File: config.mk
export PLATFORM = sky130hd
export DESIGN_NAME = date_offset_match_checker_unit
export DESIGN_NICKNAME = d
export VERILOG_FILES = /design/src/rtl/domc_pkg.sv /design/src/rtl/date_offset_match_checker_unit.sv /design/src/rtl/domc_recip_div.sv
export SDC_FILE = /design/constraint.sdc
export NUM_CORES = 1
export LEC_CHECK = 0
export BUFFER_PORTS_ARGS = -buffer_cell sky130_fd_sc_hd__buf_2
export CORE_MARGIN = 3
export CORE_UTILIZATION = 45
export DETAILED_ROUTE_END_ITERATION = 12
export HOLD_SLACK_MARGIN = 0.03
export SETUP_SLACK_MARGIN = 0.1
export SYNTH_ARGS = -nofsm -noshare
export SYNTH_HDL_FRONTEND = slang
export SYNTH_SLANG_ARGS = --single-unit
File: constraint.sdc
create_clock -name clk -period 6.8 [get_ports clk]
set_clock_uncertainty 0.1 [all_clocks]
set_input_delay 0.68 -clock clk [delete_from_list [all_inputs] [get_ports clk]]
set_output_delay 0.68 -clock clk [all_outputs]
set_load 0.01 [all_outputs]
File: src/rtl/domc_pkg.sv
package domc_pkg;

    // Field widths of the transaction payloads.
    localparam int YEAR_W  = 14;
    localparam int MONTH_W = 4;
    localparam int DAY_W   = 5;
    localparam int KIND_W  = 3;
    localparam int COUNT_W = 12;

    // Internal widths before normalization.
    // Years reach 9999 + 4095, months 15 + 3 * 4095, days 31 + 4095.
    localparam int YEAR_IW  = 15;
    localparam int MONTH_IW = 14;
    localparam int DAY_IW   = 13;
    localparam int REM_W    = 7;
    localparam int RECIP_W  = 14;
    localparam int PROD_W   = YEAR_IW + RECIP_W;

    // Period kinds.
    localparam logic [KIND_W-1:0] KIND_YEARS    = 3'd0;
    localparam logic [KIND_W-1:0] KIND_QUARTERS = 3'd1;
    localparam logic [KIND_W-1:0] KIND_MONTHS   = 3'd2;
    localparam logic [KIND_W-1:0] KIND_DAYS     = 3'd3;

    // Calendar constants.
    localparam logic [MONTH_W-1:0] MONTH_FEB  = 4'd1;
    localparam logic [MONTH_W-1:0] MONTH_LAST = 4'd11;
    localparam logic [DAY_W-1:0]   LEAP_FEB_DAYS = 5'd29;
    localparam logic [REM_W-1:0]   CENTURY_LAST  = 7'd99;

    // Divide by a constant through a scaled reciprocal. Both are exact for
    // every dividend below 2**YEAR_IW.
    localparam logic [REM_W-1:0]   DIVISOR_12  = 7'd12;
    localparam logic [REM_W-1:0]   DIVISOR_100 = 7'd100;
    localparam logic [RECIP_W-1:0] RECIP_12    = 14'd10923;
    localparam logic [RECIP_W-1:0] RECIP_100   = 14'd5243;
    localparam int                 SHIFT_12    = 17;
    localparam int                 SHIFT_100   = 19;

    typedef enum logic {
        DIV_BY_12,
        DIV_BY_100
    } div_sel_t;

    typedef struct packed {
        logic                 load;
        div_sel_t             sel;
        logic [YEAR_IW-1:0]   val;
    } div_req_t;

    typedef struct packed {
        logic [YEAR_W-1:0]  base_year;
        logic [MONTH_W-1:0] base_month;
        logic [DAY_W-1:0]   base_day;
        logic [KIND_W-1:0]  period_kind;
        logic [COUNT_W-1:0] period_count;
        logic [YEAR_W-1:0]  test_year;
        logic [MONTH_W-1:0] test_month;
        logic [DAY_W-1:0]   test_day;
    } item_t;

    typedef struct packed {
        logic               matches_res;
        logic [YEAR_W-1:0]  result_year;
        logic [MONTH_W-1:0] result_month;
        logic [DAY_W-1:0]   result_day;
    } result_t;

endpackage

File: src/rtl/date_offset_match_checker_unit.sv
// Channel   Ports                 Direction  Transfer
// command   start, busy, item     in         start high while busy low
// result    done, result          out        done high for one cycle, no stall
//
// A transaction passes ST_MONTH_REM, ST_YEAR_LOAD and ST_YEAR_REM, then ST_WALK
// steps once per month that the day overflow walks through.
// The month-by-month walk does one subtract and compare a cycle.
// Busy rises on the cycle after start is taken and falls as done is shown.
// Reset is asynchronous and returns the sequencer to idle with no result.
// The receiver cannot stall: each result is shown for exactly one cycle.
module date_offset_match_checker_unit (
    input  logic              clk,
    input  logic              rst_n,
    input  logic              start,
    output logic              busy,
    input  domc_pkg::item_t   item,
    output logic              done,
    output domc_pkg::result_t result
);

    typedef enum logic [2:0] {
        ST_IDLE,
        ST_MONTH_REM,
        ST_YEAR_LOAD,
        ST_YEAR_REM,
        ST_WALK
    } state_t;

    state_t                             state_reg, state_next;
    logic [domc_pkg::YEAR_IW-1:0]       year_reg, year_next;
    logic [domc_pkg::MONTH_IW-1:0]      month_reg, month_next;
    logic [domc_pkg::DAY_IW-1:0]        day_reg, day_next;
    logic [domc_pkg::REM_W-1:0]         cent_rem_reg, cent_rem_next;
    logic [1:0]                         cent_reg, cent_next;
    logic [domc_pkg::YEAR_W-1:0]        test_year_reg, test_year_next;
    logic [domc_pkg::MONTH_W-1:0]       test_month_reg, test_month_next;
    logic [domc_pkg::DAY_W-1:0]         test_day_reg, test_day_next;
    logic                               done_reg, done_next;
    domc_pkg::result_t                  result_reg, result_next;

    domc_pkg::div_req_t                 div_req;
    logic [domc_pkg::YEAR_IW-1:0]       div_quo;
    logic [domc_pkg::REM_W-1:0]         div_rem;

    logic                               leap;
    logic [domc_pkg::DAY_W-1:0]         month_len;
    logic [domc_pkg::MONTH_W-1:0]       month_cur;

    domc_recip_div u_div (
        .clk   (clk),
        .rst_n (rst_n),
        .req   (div_req),
        .quo   (div_quo),
        .rem   (div_rem)
    );

    assign busy      = (state_reg != ST_IDLE);
    assign done      = done_reg;
    assign result    = result_reg;
    assign month_cur = month_reg[domc_pkg::MONTH_W-1:0];

    // For the leap test the year is also tracked as its remainder by 100 and the century count mod 4.
    assign leap = ((year_reg[1:0] == 2'd0) && (cent_rem_reg != '0)) ||
                  ((cent_rem_reg == '0) && (cent_reg == 2'd0));

    always_comb
    begin
        case (month_cur)
            4'd0, 4'd2, 4'd4, 4'd6, 4'd7, 4'd9, 4'd11: month_len = 5'd31;
            4'd3, 4'd5, 4'd8, 4'd10:                   month_len = 5'd30;
            domc_pkg::MONTH_FEB:
                month_len = leap ? domc_pkg::LEAP_FEB_DAYS : 5'd28;
            default:                                   month_len = 5'd31;
        endcase
    end

    always_comb
    begin
        state_next      = state_reg;
        year_next       = year_reg;
        month_next      = month_reg;
        day_next        = day_reg;
        cent_rem_next   = cent_rem_reg;
        cent_next       = cent_reg;
        test_year_next  = test_year_reg;
        test_month_next = test_month_reg;
        test_day_next   = test_day_reg;
        done_next       = 1'b0;
        result_next     = result_reg;
        div_req.load    = 1'b0;
        div_req.sel     = domc_pkg::DIV_BY_12;
        div_req.val     = '0;

        case (state_reg)
            ST_IDLE:
            begin
                if (start)
                begin
                    year_next  = domc_pkg::YEAR_IW'(item.base_year);
                    month_next = domc_pkg::MONTH_IW'(item.base_month);
                    day_next   = domc_pkg::DAY_IW'(item.base_day);
                    case (item.period_kind)
                        domc_pkg::KIND_YEARS:
                            year_next = domc_pkg::YEAR_IW'(item.base_year) +
                                        domc_pkg::YEAR_IW'(item.period_count);
                        domc_pkg::KIND_QUARTERS:
                        begin
                            month_next = domc_pkg::MONTH_IW'(item.base_month) +
                                         domc_pkg::MONTH_IW'(item.period_count) +
                                         (domc_pkg::MONTH_IW'(item.period_count) << 1);
                            day_next   = domc_pkg::DAY_IW'(item.test_day);
                        end
                        domc_pkg::KIND_MONTHS:
                            month_next = domc_pkg::MONTH_IW'(item.base_month) +
                                         domc_pkg::MONTH_IW'(item.period_count);
                        domc_pkg::KIND_DAYS:
                            day_next = domc_pkg::DAY_IW'(item.base_day) +
                                       domc_pkg::DAY_IW'(item.period_count);
                        default:
                        begin
                        end
                    endcase
                    test_year_next  = item.test_year;
                    test_month_next = item.test_month;
                    test_day_next   = item.test_day;
                    div_req.load    = 1'b1;
                    div_req.sel     = domc_pkg::DIV_BY_12;
                    div_req.val     = domc_pkg::YEAR_IW'(month_next);
                    state_next      = ST_MONTH_REM;
                end
            end
            ST_MONTH_REM:
            begin
                year_next  = year_reg + div_quo;
                month_next = domc_pkg::MONTH_IW'(div_rem);
                state_next = ST_YEAR_LOAD;
            end
            ST_YEAR_LOAD:
            begin
                div_req.load = 1'b1;
                div_req.sel  = domc_pkg::DIV_BY_100;
                div_req.val  = year_reg;
                state_next   = ST_YEAR_REM;
            end
            ST_YEAR_REM:
            begin
                cent_rem_next = div_rem;
                cent_next     = div_quo[1:0];
                state_next    = ST_WALK;
            end
            ST_WALK:
            begin
                if (day_reg > domc_pkg::DAY_IW'(month_len))
                begin
                    day_next = day_reg - domc_pkg::DAY_IW'(month_len);
                    if (month_cur == domc_pkg::MONTH_LAST)
                    begin
                        month_next = '0;
                        year_next  = year_reg + 1'b1;
                        if (cent_rem_reg == domc_pkg::CENTURY_LAST)
                        begin
                            cent_rem_next = '0;
                            cent_next     = cent_reg + 1'b1;
                        end
                        else
                        begin
                            cent_rem_next = cent_rem_reg + 1'b1;
                        end
                    end
                    else
                    begin
                        month_next = month_reg + 1'b1;
                    end
                end
                else
                begin
                    done_next                = 1'b1;
                    result_next.result_year  = domc_pkg::YEAR_W'(year_reg);
                    result_next.result_month = month_cur;
                    result_next.result_day   = domc_pkg::DAY_W'(day_reg);
                    result_next.matches_res  =
                        (year_reg == domc_pkg::YEAR_IW'(test_year_reg)) &&
                        (month_cur == test_month_reg) &&
                        (day_reg == domc_pkg::DAY_IW'(test_day_reg));
                    state_next = ST_IDLE;
                end
            end
            default:
            begin
                state_next = ST_IDLE;
            end
        endcase
    end

    always_ff @(posedge clk or negedge rst_n)
    begin
        if (!rst_n)
        begin
            state_reg <= ST_IDLE;
            done_reg  <= 1'b0;
        end
        else
        begin
            state_reg <= state_next;
            done_reg  <= done_next;
        end
    end

    always_ff @(posedge clk)
    begin
        year_reg       <= year_next;
        month_reg      <= month_next;
        day_reg        <= day_next;
        cent_rem_reg   <= cent_rem_next;
        cent_reg       <= cent_next;
        test_year_reg  <= test_year_next;
        test_month_reg <= test_month_next;
        test_day_reg   <= test_day_next;
        result_reg     <= result_next;
    end

endmodule

File: src/rtl/domc_recip_div.sv
// Divides by 12 or by 100. The product is registered at load; quotient and
// remainder are valid in the cycle after load and hold until the next load.
module domc_recip_div (
    input  logic                                  clk,
    input  logic                                  rst_n,
    input  domc_pkg::div_req_t                    req,
    output logic [domc_pkg::YEAR_IW-1:0]          quo,
    output logic [domc_pkg::REM_W-1:0]            rem
);

    logic [domc_pkg::YEAR_IW-1:0] val_reg;
    domc_pkg::div_sel_t           sel_reg;
    logic [domc_pkg::PROD_W-1:0]  prod_reg;
    logic [domc_pkg::RECIP_W-1:0] recip;
    logic [domc_pkg::REM_W-1:0]   divisor;

    always_comb
    begin
        case (req.sel)
            domc_pkg::DIV_BY_12:  recip = domc_pkg::RECIP_12;
            domc_pkg::DIV_BY_100: recip = domc_pkg::RECIP_100;
            default:              recip = domc_pkg::RECIP_12;
        endcase
    end

    always_ff @(posedge clk or negedge rst_n)
    begin
        if (!rst_n)
        begin
            sel_reg <= domc_pkg::DIV_BY_12;
        end
        else if (req.load)
        begin
            sel_reg <= req.sel;
        end
    end

    always_ff @(posedge clk)
    begin
        if (req.load)
        begin
            val_reg  <= req.val;
            prod_reg <= domc_pkg::PROD_W'(req.val) * domc_pkg::PROD_W'(recip);
        end
    end

    always_comb
    begin
        case (sel_reg)
            domc_pkg::DIV_BY_12:
            begin
                quo     = domc_pkg::YEAR_IW'(prod_reg >> domc_pkg::SHIFT_12);
                divisor = domc_pkg::DIVISOR_12;
            end
            domc_pkg::DIV_BY_100:
            begin
                quo     = domc_pkg::YEAR_IW'(prod_reg >> domc_pkg::SHIFT_100);
                divisor = domc_pkg::DIVISOR_100;
            end
            default:
            begin
                quo     = domc_pkg::YEAR_IW'(prod_reg >> domc_pkg::SHIFT_12);
                divisor = domc_pkg::DIVISOR_12;
            end
        endcase
        rem = domc_pkg::REM_W'(val_reg - domc_pkg::YEAR_IW'(quo * domc_pkg::YEAR_IW'(divisor)));
    end

endmodule

# Yosys cells after proc, flatten, opt, wreduce, memory -nomap -nowiden
# Cells that the tools add are included.
dict set report word_totals {
  ff_bits 139
  in_bits 64
  output_inout_bits 26
  elab_cells 114
}
dict set report classes {
  addsub 11
  mul 2
  n_lt_le_gt_ge 1
  n_eq_ne 22
  muxes 34
  bitwise_logic 3
  reduce_logical 24
}
# cell count
set op_table {}
lappend op_table {{15-bit 2-to-1 mux} 4}
lappend op_table {{14-bit case mux with 2 select lines} 2}
lappend op_table {{13-bit case mux with 2 select lines} 2}
lappend op_table {{15-bit case mux with 3 select lines} 1}
lappend op_table {{14-bit 2-to-1 mux} 3}
lappend op_table {{14-bit case mux with 3 select lines} 1}
lappend op_table {{17-bit case mux with 2 select lines} 1}
lappend op_table {{15-bit case mux with 2 select lines} 1}
lappend op_table {{15-bit by 14-bit multiplier with 29-bit output} 1}
lappend op_table {{7-bit case mux with 2 select lines} 2}
lappend op_table {{13-bit 2-to-1 mux} 2}
lappend op_table {{7-bit 2-to-1 mux} 3}
lappend op_table {{17-bit 2-to-1 mux} 1}
lappend op_table {{14-bit by 12-bit adder with 15-bit output} 1}
lappend op_table {{15-bit by 1-bit adder with 15-bit output, second input constant} 1}
lappend op_table {{15-bit adder} 1}
lappend op_table {{15-bit by 14-bit == test with 1-bit output} 1}
lappend op_table {{15-bit by 7-bit multiplier with 7-bit output} 1}
lappend op_table {{3-bit case mux with 5 select lines} 1}
lappend op_table {{14-bit by 1-bit adder with 14-bit output, second input constant} 1}
lappend op_table {{14-bit by 13-bit adder with 14-bit output} 1}
lappend op_table {{4-bit by 12-bit adder with 13-bit output} 1}
lappend op_table {{5-bit by 12-bit adder with 13-bit output} 1}
lappend op_table {{13-bit by 5-bit == test with 1-bit output} 1}
lappend op_table {{other kinds (32)} 62}

# Depth between registers and ports, before layout
# Gate-level depths: netlist (run 1).
dict set report depth {
  word_depth 8
  ltp_mapped 34
}

# By module
# Synthesis (run 1) repeated with hierarchy kept, for this count alone.
dict set report hier_totals {
  cells_unflattened 1398
  area_unflattened_um2 13386.6
}
# mod n_inst cells_per_inst area_per_inst_um2 seq_area_each_um2
set modules_own_cells {}
lappend modules_own_cells {date_offset_match_checker_unit 1 737 7061.8 2742.6}
lappend modules_own_cells {domc_recip_div 1 661 6324.8 595.6}

# Worst setup path after synthesis (run 1)
# No wires, ideal clock.
dict set report synth_path {
  path_kind {in2reg}
  start {input port item[23] (netlist bit)}
  end {register u_div.prod_reg[23] (netlist bit) (data pin)}
  setup_ns 0.263
  t_arrival_ns 8.864
  required_ns 6.437
  path_slack_ns -2.427
  cell_stages 31
  path_buffers 0
  path_cell_list {ha_1 > inv_1 > fa_1 > inv_1 > ha_1 > fa_1 > a21o_1 > a21o_1 > a21o_1 > a2111o_1 > a41oi_1 > nand2b_1 > a32oi_1 > nand2_1 > ha_1 > fa_1 > inv_1 > fa_1 > inv_1 > fa_1 > fa_1 > fa_1 > ha_1 > and4_1 > nand2_1 > or4_4 > or3_4 > o211ai_4 > a2111oi_1 > a41o_1 > a2111o_1}
}
dict set report synth_between {
  elab_chain_cells 6
}
# item line_no
set synth_lines {}
lappend synth_lines {{start: declaration} date_offset_match_checker_unit.sv:16} ;# input domc_pkg::item_t item,
lappend synth_lines {{4-bit by 12-bit adder with 13-bit output} {date_offset_match_checker_unit.sv:108, date_offset_match_checker_unit.sv:114}}
lappend synth_lines {{14-bit by 13-bit adder with 14-bit output} date_offset_match_checker_unit.sv:109} ;# domc_pkg::MONTH_IW'(item.period_count) +
lappend synth_lines {{14-bit case mux with 2 select lines (*)} date_offset_match_checker_unit.sv:102} ;# case (item.period_kind)
lappend synth_lines {{17-bit 2-to-1 mux (*)} date_offset_match_checker_unit.sv:97} ;# if (start)
lappend synth_lines {{17-bit case mux with 2 select lines (*)} date_offset_match_checker_unit.sv:94} ;# case (state_reg)
lappend synth_lines {{15-bit by 14-bit multiplier with 29-bit output (*)} domc_recip_div.sv:43} ;# prod_reg <= domc_pkg::PROD_W'(req.val) * domc_pkg::PROD_W'(recip);
lappend synth_lines {{end signal: assignment} domc_recip_div.sv:43}
lappend synth_lines {{end: declaration} domc_recip_div.sv:13} ;# logic [domc_pkg::PROD_W-1:0] prod_reg;
# Every way passes the cells marked *; elsewhere a longest branch is shown, timed or not.
# A chain may end at the register's enable or synchronous reset.

# Worst setup path after layout (run 1)
# Ends and elaborated chain as after synthesis.

==> results of run 1 <==
-- critical path, delay by kind of cell --
| family | cells | cell delay [ps] |
|---|---|---|
| buffers and inverters | 4 | 210 |
| AND/OR/NAND/NOR | 6 | 1370 |
| AO/OA/AOI/OAI | 10 | 2150 |
| adder cells (fa/ha/maj) | 11 | 4150 |
-- per-layer routing --
layer / GRT usage, % / share of wire, % / routed length, µm / vias to the layer above
met5: 0 / 0 / 0 / -
met4: 5.05 / 1.8 / 618 / 0
met3: 3.51 / 5.4 / 1850 / 34
met2: 39.4 / 49 / 16600 / 248
met1: 30.3 / 44 / 15000 / 4946
li1: - / - / - / 5049
-- per-stage QoR --
step	worst slack (ps)	instances	hold slack, ps	util, %	setup TNS, ps
floorplan	-1820	1329	284	-	-18420
global placement	-2120	1949	386	54.7	-23750
detailed placement	-2240	1949	389	54.7	-24880
CTS	-1720	1968	372	56.1	-18950
global route	-2020	1971	371	56.4	-22460
finish	-1760	1971	380	56.4	-19420
-- kinds of logic after synthesis --
group                    Yosys count  share of synthesized area [%]
XOR/XNOR                         115                           7.74
other                              2                         0.0577
AO/OA/AOI/OAI                    231                           11.7
adder cells (fa/ha/maj)          301                           35.4
AND/OR/NAND/NOR                  322                           11.9
flip-flops                       112                           25.7
multiplexers                      15                           1.20
buffers and inverters            217                           6.28
-- worst min-delay path by stage --
stage	start	end	cells after the start
3_5_place_dp	day_reg[0]	result[0]	0
3_3_place_gp	day_reg[0]	result[0]	0
6_report	item[13]	test_year_reg[4]	1
2_1_floorplan	rst_n	done	0
5_1_grt	item[20]	test_year_reg[11]	1
4_1_cts	item[13]	test_year_reg[4]	1
-- synth_stat cells (14+ instances only) --
| library cell | count | area (µm²) |
|---|---|---|
| ha_1 | 190 | 2380 |
| xor2_1 | 50 | 438 |
| nor2_1 | 95 | 357 |
| o21ai_0 | 42 | 210 |
| xnor2_1 | 65 | 569 |
| nand2_1 | 97 | 364 |
| and3_1 | 15 | 93.8 |
| a21oi_1 | 58 | 290 |
| clkbuf_1 | 37 | 139 |
| edfxtp_1 | 107 | 3210 |
| fa_1 | 111 | 2220 |
| inv_1 | 174 | 653 |
| nand2b_1 | 15 | 93.8 |
| nand3_1 | 14 | 70.1 |
| nor3_1 | 14 | 70.1 |
| a21o_1 | 31 | 233 |
| a211oi_1 | 16 | 120 |
-- repair_timing --
| action | 4_1_cts | 5_1_grt |
|---|---|---|
| hold buffers | 1 | 0 |
| pin swaps | 11 | 4 |
| endpoints found under the hold margin | 5 | 0 |
| gates cloned | 0 | 0 |
| gates resized for setup | 14 | 12 |
| endpoints found under the setup margin | 12 | 12 |
| setup buffers | 2 | 3 |
-- layout make-up --
cell class	instances	share of cell area (%)
clock buffer	9	1.42
clock inverter	7	0.670
inverter	174	4.12
multi-input combinational	1000	57.2
sequential	112	21.0
tap	378	2.98
timing repair buffer	291	12.6
==> summary.md, run 1 <==
| Metric | Value |
|---|---|
| Register area share after synthesis | `25.7%` |
| Clk_lat worst skew | `370 ps` |
| Critical Path Start | `item[23]` |
| RR Endpoint | `u_div.prod_reg[23]` |
| Post-DP HPWL | `29300 µm` |
| DR pass1 iterations | `5` |
| Setup violations, final | `12` |
| CTS tree | `yes` |
| Max reg flops | `24` |
| Post-route ant nets | `0` |
| Failing checks | `setup timing` |
| Critical Path Max Stage Delay | `560 ps` |
| Final worst path period need | `8560 ps` |
| Final Cycle Share | `126%` |
| Layout cells sized above 1 | `22.5%` |
| Remaining DRCs | `0` |
| Post-Synthesis Cells | `1315` |
| R2R setup slack | `-240 ps` |
| Data required, critical path | `6820 ps` |
| Sink Count | `112` |
| Die extent in x | `176 µm` |
| Worst Path Max Fanout | `3` |
| Max H-tree Level | `3` |
| GP Congestion | `0.940` |
| Layout Nets | `1953` |
| Post-synth top flop | `edfxtp_1` |
| Slew HR | `36.3%` |
| Critical Path AT | `8580 ps` |
| Total GRT Usage | `22.8%` |
| Clock-pin slew on the worst setup and hold paths | `90 ps` |
| CP most frequent cell | `fa_1` |
| Initial antenna violation count | `0` |
| Clock Path Buffers | `2` |
| 1st-iter DRT viols | `715` |
| Reg2Reg Depth | `25` |
| Initial Utilization | `46.2%` |
| Yosys Warn Count | `0` |
| Die area | `31000 µm²` |
| Largest net degree at the start of global routing | `36` |
| Grt total ovfl | `0` |
| Core Area | `28200 µm²` |
| Worst Hold Class | `in2reg` |
| Routed vias/inst | `5.21` |
| Die height | `176 µm` |
| Final instance area | `15900 µm²` |
| Clock Root Buffer | `clkbuf_16` |
| Multi-input logic area | `9070 µm²` |
| Synth Register Bits | `112` |
| Startpoint types | `primary input` |
| Synthesized area | `13000 µm²` |
| Post-synth ARST share | `4.46%` |
| Avg WL per Cell | `17.3 µm` |
| Avg Synthesized Cell Area | `9.89 µm²` |
| Slowest CP cell | `fa_2` |
| Register Area | `3340 µm²` |
| Number of global-route vias before repair | `10616` |
| Setup WS post-layout | `-1760 ps` |
| Most frequent cells in the layout | `buf_4 (196), ha_1 (184), inv_1 (171)` |
| Ports | `90` |
| Via count | `10277` |
| R2R Path Start | `state_reg[2]` |
| RSZ-0062 raised after global routing | `yes` |
| Max Slew Vio Count | `0` |
| Placed cell area | `15400 µm²` |
| # port buffers | `89` |
| DRT Wirelength | `34000 µm` |
| Max Cap Violations | `0` |
| Distinct cell type count after synthesis | `69` |
| Area delta synth->final | `22.0%` |
| Commonest non-fill, non-tap cell in the layout | `buf_4` |
| Number of fill cells | `2510` |
| First-pass GRT wire length | `55200 µm` |
| Num CTS Buffers | `9` |
| Placement Rows | `61` |
| Slew @ Worst Pin | `955 ps` |
| # diodes | `0` |
| End point of the critical path | `u_div.prod_reg[23]` |
| Outcome | `complete, but fails checks` |
| EDFF count, synth | `107` |
| Setup CP Type | `in2reg` |
| FMAX | `117 MHz` |
| Crit. End Element | `register` |
| Hold Fails Final Rpt | `0` |
Power of run 1 is left out: the tool's default activity adds up to more than one toggle a clock period on the data nets, which glitch-free logic cannot reach.
==> run 2, diff against run 1 <==
--- a/config.mk
+++ b/config.mk
@@ -9,7 +9,9 @@
 export CORE_MARGIN = 3
 export CORE_UTILIZATION = 45
 export DETAILED_ROUTE_END_ITERATION = 12
+export GPL_ROUTABILITY_DRIVEN = 0
 export HOLD_SLACK_MARGIN = 0.03
+export PLACE_DENSITY = 0.63
 export SETUP_SLACK_MARGIN = 0.1
 export SYNTH_ARGS = -nofsm -noshare
 export SYNTH_HDL_FRONTEND = slang
==> run 2 against run 1 <==
  * The flow still finishes with violations (setup timing)
  * Critical path depth unchanged
  * Sequential share of layout area rose by 0.075 points
  * Register-to-register slack lost 40 ps
  * Sequential cell count unchanged
  * Clock-buffer cell count stayed put
  * Largest cell class unchanged
  * First-iteration DRC count decreased by 11%
  * Utilization is 0.20 points lower
  * Via count about the same
  * Critical endpoint unchanged
  * Cell count down 0.36%
==> summary.md, run 2 (synthesis gave the netlist of run 1 again) <==
| Metric | Value |
|---|---|
| Max reg flops | `24 (unchanged)` |
| Outcome | `complete, but fails checks` |
| GRT met2 Usage | `40.2% (+0.81 points)` |
| Initial antenna violation count | `0 (unchanged)` |
| Total GRT Usage | `22.8% (about the same)` |
| Area delta synth->final | `21.6%` |
| # port buffers | `89 (unchanged)` |
| Reg2Reg Depth | `25 (unchanged)` |
| Largest net degree at the start of global routing | `36 (unchanged)` |
| Post-DP HPWL | `29100 µm (-0.76%)` |
| Core Area | `28200 µm² (unchanged)` |
| Worst Path Max Fanout | `3 (unchanged)` |
| Num CTS Buffers | `9 (unchanged)` |
| # diodes | `0 (unchanged)` |
| Routed vias/inst | `5.23 (+0.33%)` |
| Setup CP Type | `in2reg` |
| FMAX | `117 MHz (-0.12%)` |
| Worst Hold Class | `in2reg` |
| Clock Path Buffers | `2 (unchanged)` |
| Critical Path Max Stage Delay | `550 ps (about the same)` |
| Max H-tree Level | `3 (unchanged)` |
| Max Slew Vio Count | `0 (unchanged)` |
| Clk_lat worst skew | `370 ps (about the same)` |
| First-pass GRT wire length | `55100 µm (-0.22%)` |
| Post-route ant nets | `0 (unchanged)` |
| Setup WS post-layout | `-1770 ps (-10.5 ps)` |
| Number of global-route vias before repair | `10666 (+0.47%)` |
| Final Cycle Share | `126% (+0.15 points)` |
| Clock-pin slew on the worst setup and hold paths | `90 ps (about the same)` |
| Critical Path AT | `8590 ps (about the same)` |
| Layout Nets | `1946 (-0.36%)` |
| 1st-iter DRT viols | `638 (-11%)` |
| Via count | `10274 (-0.029%)` |
| Slew @ Worst Pin | `954 ps (-0.625 ps)` |
| Layout cells sized above 1 | `22.1% (-0.47 points)` |
| Hold Fails Final Rpt | `0 (unchanged)` |
| R2R Path Start | `state_reg[2]` |
| Die height | `176 µm (unchanged)` |
| Max Cap Violations | `0 (unchanged)` |
| Die extent in x | `176 µm (unchanged)` |
| Initial Utilization | `46.2% (unchanged)` |
| Crit-path leading delay family | `adder cells` |
| DRT Wirelength | `34200 µm (+0.38%)` |
| R2R setup slack | `-280 ps (-40 ps)` |
| Slowest CP cell | `fa_2` |
| Remaining DRCs | `0 (unchanged)` |
| CP most frequent cell | `fa_1` |
| WHS Endpoint | `test_year_reg[9]` |
| Hold path startpoint | `item[18]` |
| Pre-CTS setup slack | `-2220 ps (+24.8 ps)` |
| Met3 layer usage reported by global route | `2.52% (-0.99 points)` |
| Clock Root Buffer | `clkbuf_16` |
| Placement Rows | `61 (unchanged)` |
| Die area | `31000 µm² (unchanged)` |
| Most frequent cells in the layout | `buf_4 (189), ha_1 (184), inv_1 (171)` |
| Sink Count | `112 (unchanged)` |
| DR pass1 iterations | `6 (+1)` |
| Final worst path period need | `8570 ps (+10.5 ps)` |
| Setup violations, final | `12 (unchanged)` |
| Failing checks | `setup timing` |
| Ports | `90 (unchanged)` |
| RR Endpoint | `u_div.prod_reg[23]` |
| Worst path bufs/invs | `4 (unchanged)` |
| Met1 Use GR | `30.0% (-0.28 points)` |
| RSZ-0062 raised after global routing | `yes` |
| CTS tree | `yes` |
| Grt peak-use layer | `met2` |
| Grt total ovfl | `0 (unchanged)` |
| Avg WL per Cell | `17.4 µm (+0.74%)` |
| Data required, critical path | `6820 ps (about the same)` |
| Slew HR | `36.3% (+0.042 points)` |
| Crit. End Element | `register` |
| Startpoint types | `primary input` |
| Commonest non-fill, non-tap cell in the layout | `buf_4` |
| Worst Hold Depth | `1 (unchanged)` |
## run 2: per-stage QoR
step / instance area [µm²] / util [%] / hold slack (ps) / TNS, ps / instances
after detailed placement: 15400 / 54.6 / 394 / -25070 / 1945
after CTS: 15800 / 56.1 / 369 / -18880 / 1963
after floorplan: 13200 / - / 284 / -18420 / 1329
after global routing: 15800 / 56.2 / 364 / -22300 / 1964
final: 15800 / 56.2 / 378 / -19540 / 1964
after global placement: 15400 / 54.6 / 388 / -23930 / 1945
## run 2: worst register-to-register path, cell delays in order, from the launching register on
cell	delay, ps
dfrtp_1	390
nor2_1	170
nand3b_2	160
nor3_1	190
buf_4	190
or3b_2	440
mux2i_1	160
nor2_1	90
nand2_1	140
ha_1	260
inv_1	80
fa_1	440
fa_1	520
inv_1	50
fa_1	460
fa_1	490
ha_1	310
ha_1	300
and4_4	240
nand2_2	50
or4_4	410
or3_4	390
o211ai_4	220
a2111oi_2	90
a41o_1	200
a2111o_1	270
## run 2: area by class of cell
cell class                      instances  area [µm²]
Fill cell                            2514       12300
Sequential cell                       112        3340
Tap cell                              378         473
Multi-Input combinational cell       1000        9070
Clock inverter                          7         101
Clock buffer                            9         225
Inverter                              174         653
Timing Repair Buffer                  284        1950
## run 2: how the worst max path moves through the flow
stage,cells after the start,to,start
after floorplan,31,u_div.prod_reg[23],item[23]
after global placement,32,u_div.prod_reg[23],item[43]
after detailed placement,32,u_div.prod_reg[28],item[43]
after CTS,31,u_div.prod_reg[23],item[43]
after global routing,30,u_div.prod_reg[23],item[43]
final,31,u_div.prod_reg[23],item[43]
## run 2: layer usage
layer	wire length (µm)	vias to the layer above
li1	-	5031
met5	0	-
met4	718	0
met3	1900	41
met2	16800	287
met1	14700	4915
## run 2: timing repair
item | 4_1_cts | 5_1_grt
endpoints found under the setup margin | 12 | 12
hold buffers | 1 | 0
hold endpoints to repair | 5 | 0
gates resized for setup | 21 | 4
setup buffers | 1 | 1
pin swaps | 15 | 7
Power of run 2 is left out for the same reason.
==> run 3, diff against run 2 <==
--- a/config.mk
+++ b/config.mk
@@ -5,6 +5,7 @@
 export SDC_FILE = /design/constraint.sdc
 export NUM_CORES = 1
 export LEC_CHECK = 0
+export ABC_AREA = 1
 export BUFFER_PORTS_ARGS = -buffer_cell sky130_fd_sc_hd__buf_2
 export CORE_MARGIN = 3
 export CORE_UTILIZATION = 45
==> run 3 against run 2 <==
  * The flow still finishes with violations (setup timing)
  * Area after synthesis grew 4.8%
  * Die area grew 4.6%
  * Worst hold slack lost 20 ps
  * Clock-buffer cell count is the same
  * Cell count grew 18%
  * Utilization grew 2.1 points
  * Register-to-register slack gained 900 ps
  * Critical path depth grew 12
  * Fmax grew 15%
  * Critical path type unchanged
  * Largest cell class unchanged
  * Critical endpoint is now u_div.prod_reg[19]
  * First-iteration DRC count grew 49%
  * Highest routed layer unchanged
  * Via count grew 18%
  * Sequential share of layout area shrank 1.8 points
==> summary.md, run 3 <==
| Metric | Value |
|---|---|
| Failing checks | `setup timing` |
| Synthesized area | `13600 µm² (+4.8%)` |
| Clock Root Buffer | `clkbuf_16` |
| Worst Path Max Fanout | `4 (+1)` |
| EDFF count, synth | `107 (unchanged)` |
| Die extent in x | `180 µm (+2.3%)` |
| Ports | `90 (unchanged)` |
| Fin util | `58.3% (+2.1 points)` |
| Remaining DRCs | `0 (unchanged)` |
| Core Area | `29700 µm² (+5.5%)` |
| Count leader, synth | `inv_1` |
| Commonest non-fill, non-tap cell in the layout | `inv_1` |
| Critical Path Max Stage Delay | `550 ps (about the same)` |
| CTS tree | `yes` |
| Data required, critical path | `6840 ps (+20 ps)` |
| Initial antenna violation count | `0 (unchanged)` |
| Slew HR | `32.6% (-3.7 points)` |
| 1st-iter DRT viols | `951 (+49%)` |
| Post-DP HPWL | `33300 µm (+15%)` |
| Area delta synth->final | `27.0%` |
| Die height | `180 µm (+2.3%)` |
| Non-Filler Instances | `2324 (+18%)` |
| Clk_lat worst skew | `390 ps (+20 ps)` |
| Startpoint types | `primary input` |
| # port buffers | `89 (unchanged)` |
| Max Cap Violations | `0 (unchanged)` |
| Sink Count | `112 (unchanged)` |
| Avg WL per Cell | `17.3 µm (-0.71%)` |
| Max reg flops | `24 (unchanged)` |
| Setup WS post-layout | `-675 ps (+1100 ps)` |
| Pre-CTS setup slack | `-1270 ps (+948 ps)` |
| CP most frequent cell | `nand2_1` |
| Post-synth top area cell | `edfxtp_1` |
| Number of global-route vias before repair | `12297 (+15%)` |
| Slew @ Worst Pin | `1010 ps (+54.4 ps)` |
| Synth top cells by count | `inv_1 (318), nand2_1 (294), ha_1 (190)` |
| Post-synth ARST share | `4.46% (unchanged)` |
| Multi-input logic area | `9900 µm² (+9.2%)` |
| Avg Synthesized Cell Area | `8.36 µm² (-15%)` |
| Register Area | `3340 µm² (unchanged)` |
| RSZ-0062 raised after global routing | `yes` |
| Setup CP Type | `in2reg` |
| Largest net degree at the start of global routing | `28 (-22%)` |
| Critical Path AT | `7520 ps (-1070 ps)` |
| DR pass1 iterations | `5 (-1)` |
| Yosys Warn Count | `0 (unchanged)` |
| Layout Nets | `2294 (+18%)` |
| Top cell type's share of synthesized area | `23.6% (-1.1 points)` |
| Crit-path leading delay family | `adder cells` |
| FMAX | `134 MHz (+15%)` |
| Worst Hold Depth | `0 (-1)` |
| Final Cycle Share | `110% (-16 points)` |
| Placed cell count | `2290 (+18%)` |
| Synth Register Bits | `112 (unchanged)` |
| Post-synth top flop | `edfxtp_1` |
| Total GRT Usage | `24.9% (+2.1 points)` |
| Register area share after synthesis | `24.5% (-1.2 points)` |
| Synth top area cells | `edfxtp_1 (24%), ha_1 (17%), fa_1 (16%)` |
| Placement Rows | `63 (+3.3%)` |
| Worst Hold Class | `reg2reg` |
| Grt total ovfl | `0 (unchanged)` |
| # diodes | `0 (unchanged)` |
| Crit. End Element | `register` |
| Routed vias/inst | `5.22 (-0.13%)` |
| Max H-tree Level | `3 (unchanged)` |
| Initial Utilization | `45.9% (-0.32 points)` |
| Slowest CP cell | `fa_1` |
| Most frequent cells in the layout | `inv_1 (301), nand2_1 (265), buf_4 (210)` |
| First-pass GRT wire length | `64400 µm (+17%)` |
| Layout cells sized above 1 | `25.5% (+3.5 points)` |
| Reg2Reg Depth | `23 (-8.0%)` |
| Via count | `12141 (+18%)` |
| Distinct cell type count after synthesis | `53 (-23%)` |
| Crit path depth | `43 (+39%)` |
| Max Slew Vio Count | `0 (unchanged)` |
| Clock-pin slew on the worst setup and hold paths | `90 ps (about the same)` |
| Num CTS Buffers | `9 (unchanged)` |
| Setup violations, final | `12 (unchanged)` |
| Outcome | `complete, but fails checks` |
| Post-route ant nets | `0 (unchanged)` |
| Post-Synthesis Cells | `1630 (+24%)` |
| Worst path bufs/invs | `7 (+3)` |
| Hold Fails Final Rpt | `0 (unchanged)` |
| DRT Wirelength | `40200 µm (+17%)` |
| Number of fill cells | `2628 (+4.5%)` |
| Die area | `32400 µm² (+4.6%)` |
| Clock Path Buffers | `2 (unchanged)` |
| Final worst path period need | `7470 ps (-1100 ps)` |
==> run 3: changes by cell type after synthesis, sizes merged, moves of 41 or more <==
cell / previous run / this run
nand2: 97 / 302
nor2: 96 / 137
inv: 174 / 319
nand3: 14 / 62
xnor2: 65 / 16
o21ai: 42 / 90
==> run 3: layout make-up <==
type	instances	area share, %
Multi-Input combinational cell	1185	57.2
Sequential cell	112	19.3
Clock buffer	9	1.30
Timing Repair Buffer	301	12.0
Clock inverter	7	0.477
Tap cell	390	2.82
Inverter	320	6.95
==> run 3: timing repair <==
item,4_1_cts,5_1_grt
pin swaps,61,34
gates resized for setup,76,56
buffers inserted,16,3
setup endpoints to repair,12,12
hold buffers,1,0
gates cloned,0,0
hold endpoints to repair,5,0
==> run 3: kinds of logic (layout without fill, tap and decap cells) <==
family	Yosys count	after routing	synth area share (%)
compound gates	246	246	10.7
xor+xnor	65	65	4.18
fa+ha+maj	301	301	33.7
buf+inv	347	637	9.60
flops	112	112	24.5
other cells	2	16	0.0551
simple gates	557	557	17.2
==> run 3: layer usage <==
metal | vias up | track usage, % | part of all wire (%)
met5 | - | 0 | 0
met4 | 0 | 6.08 | 2.0
met3 | 63 | 4.06 | 7.1
met2 | 380 | 41.5 | 47
met1 | 5789 | 34.2 | 44
li1 | 5909 | - | -
==> run 3: through the flow <==
stage	cell area, µm²	setup TNS [ps]	hold WS (ps)
final	17300	-6910	358
after global routing	17300	-10920	362
after CTS	17000	-5960	356
after detailed placement	16300	-13950	338
after global placement	16300	-12650	337
after floorplan	14000	-4970	284
==> run 3: path summary, 6_finish.rpt <==
check	startpoint	slack, ps	end
setup / recovery	item[43]	-670	u_div.prod_reg[19]
hold / removal	day_reg[0]	360	result[0]
setup reg to reg	state_reg[2]	620	u_div.prod_reg[19]
hold reg to reg	day_reg[0]	360	result[0]
max in group asynchronous	rst_n	5900	done
min in group asynchronous	rst_n	550	state_reg[1]
Power of run 3 is left out for the same reason.
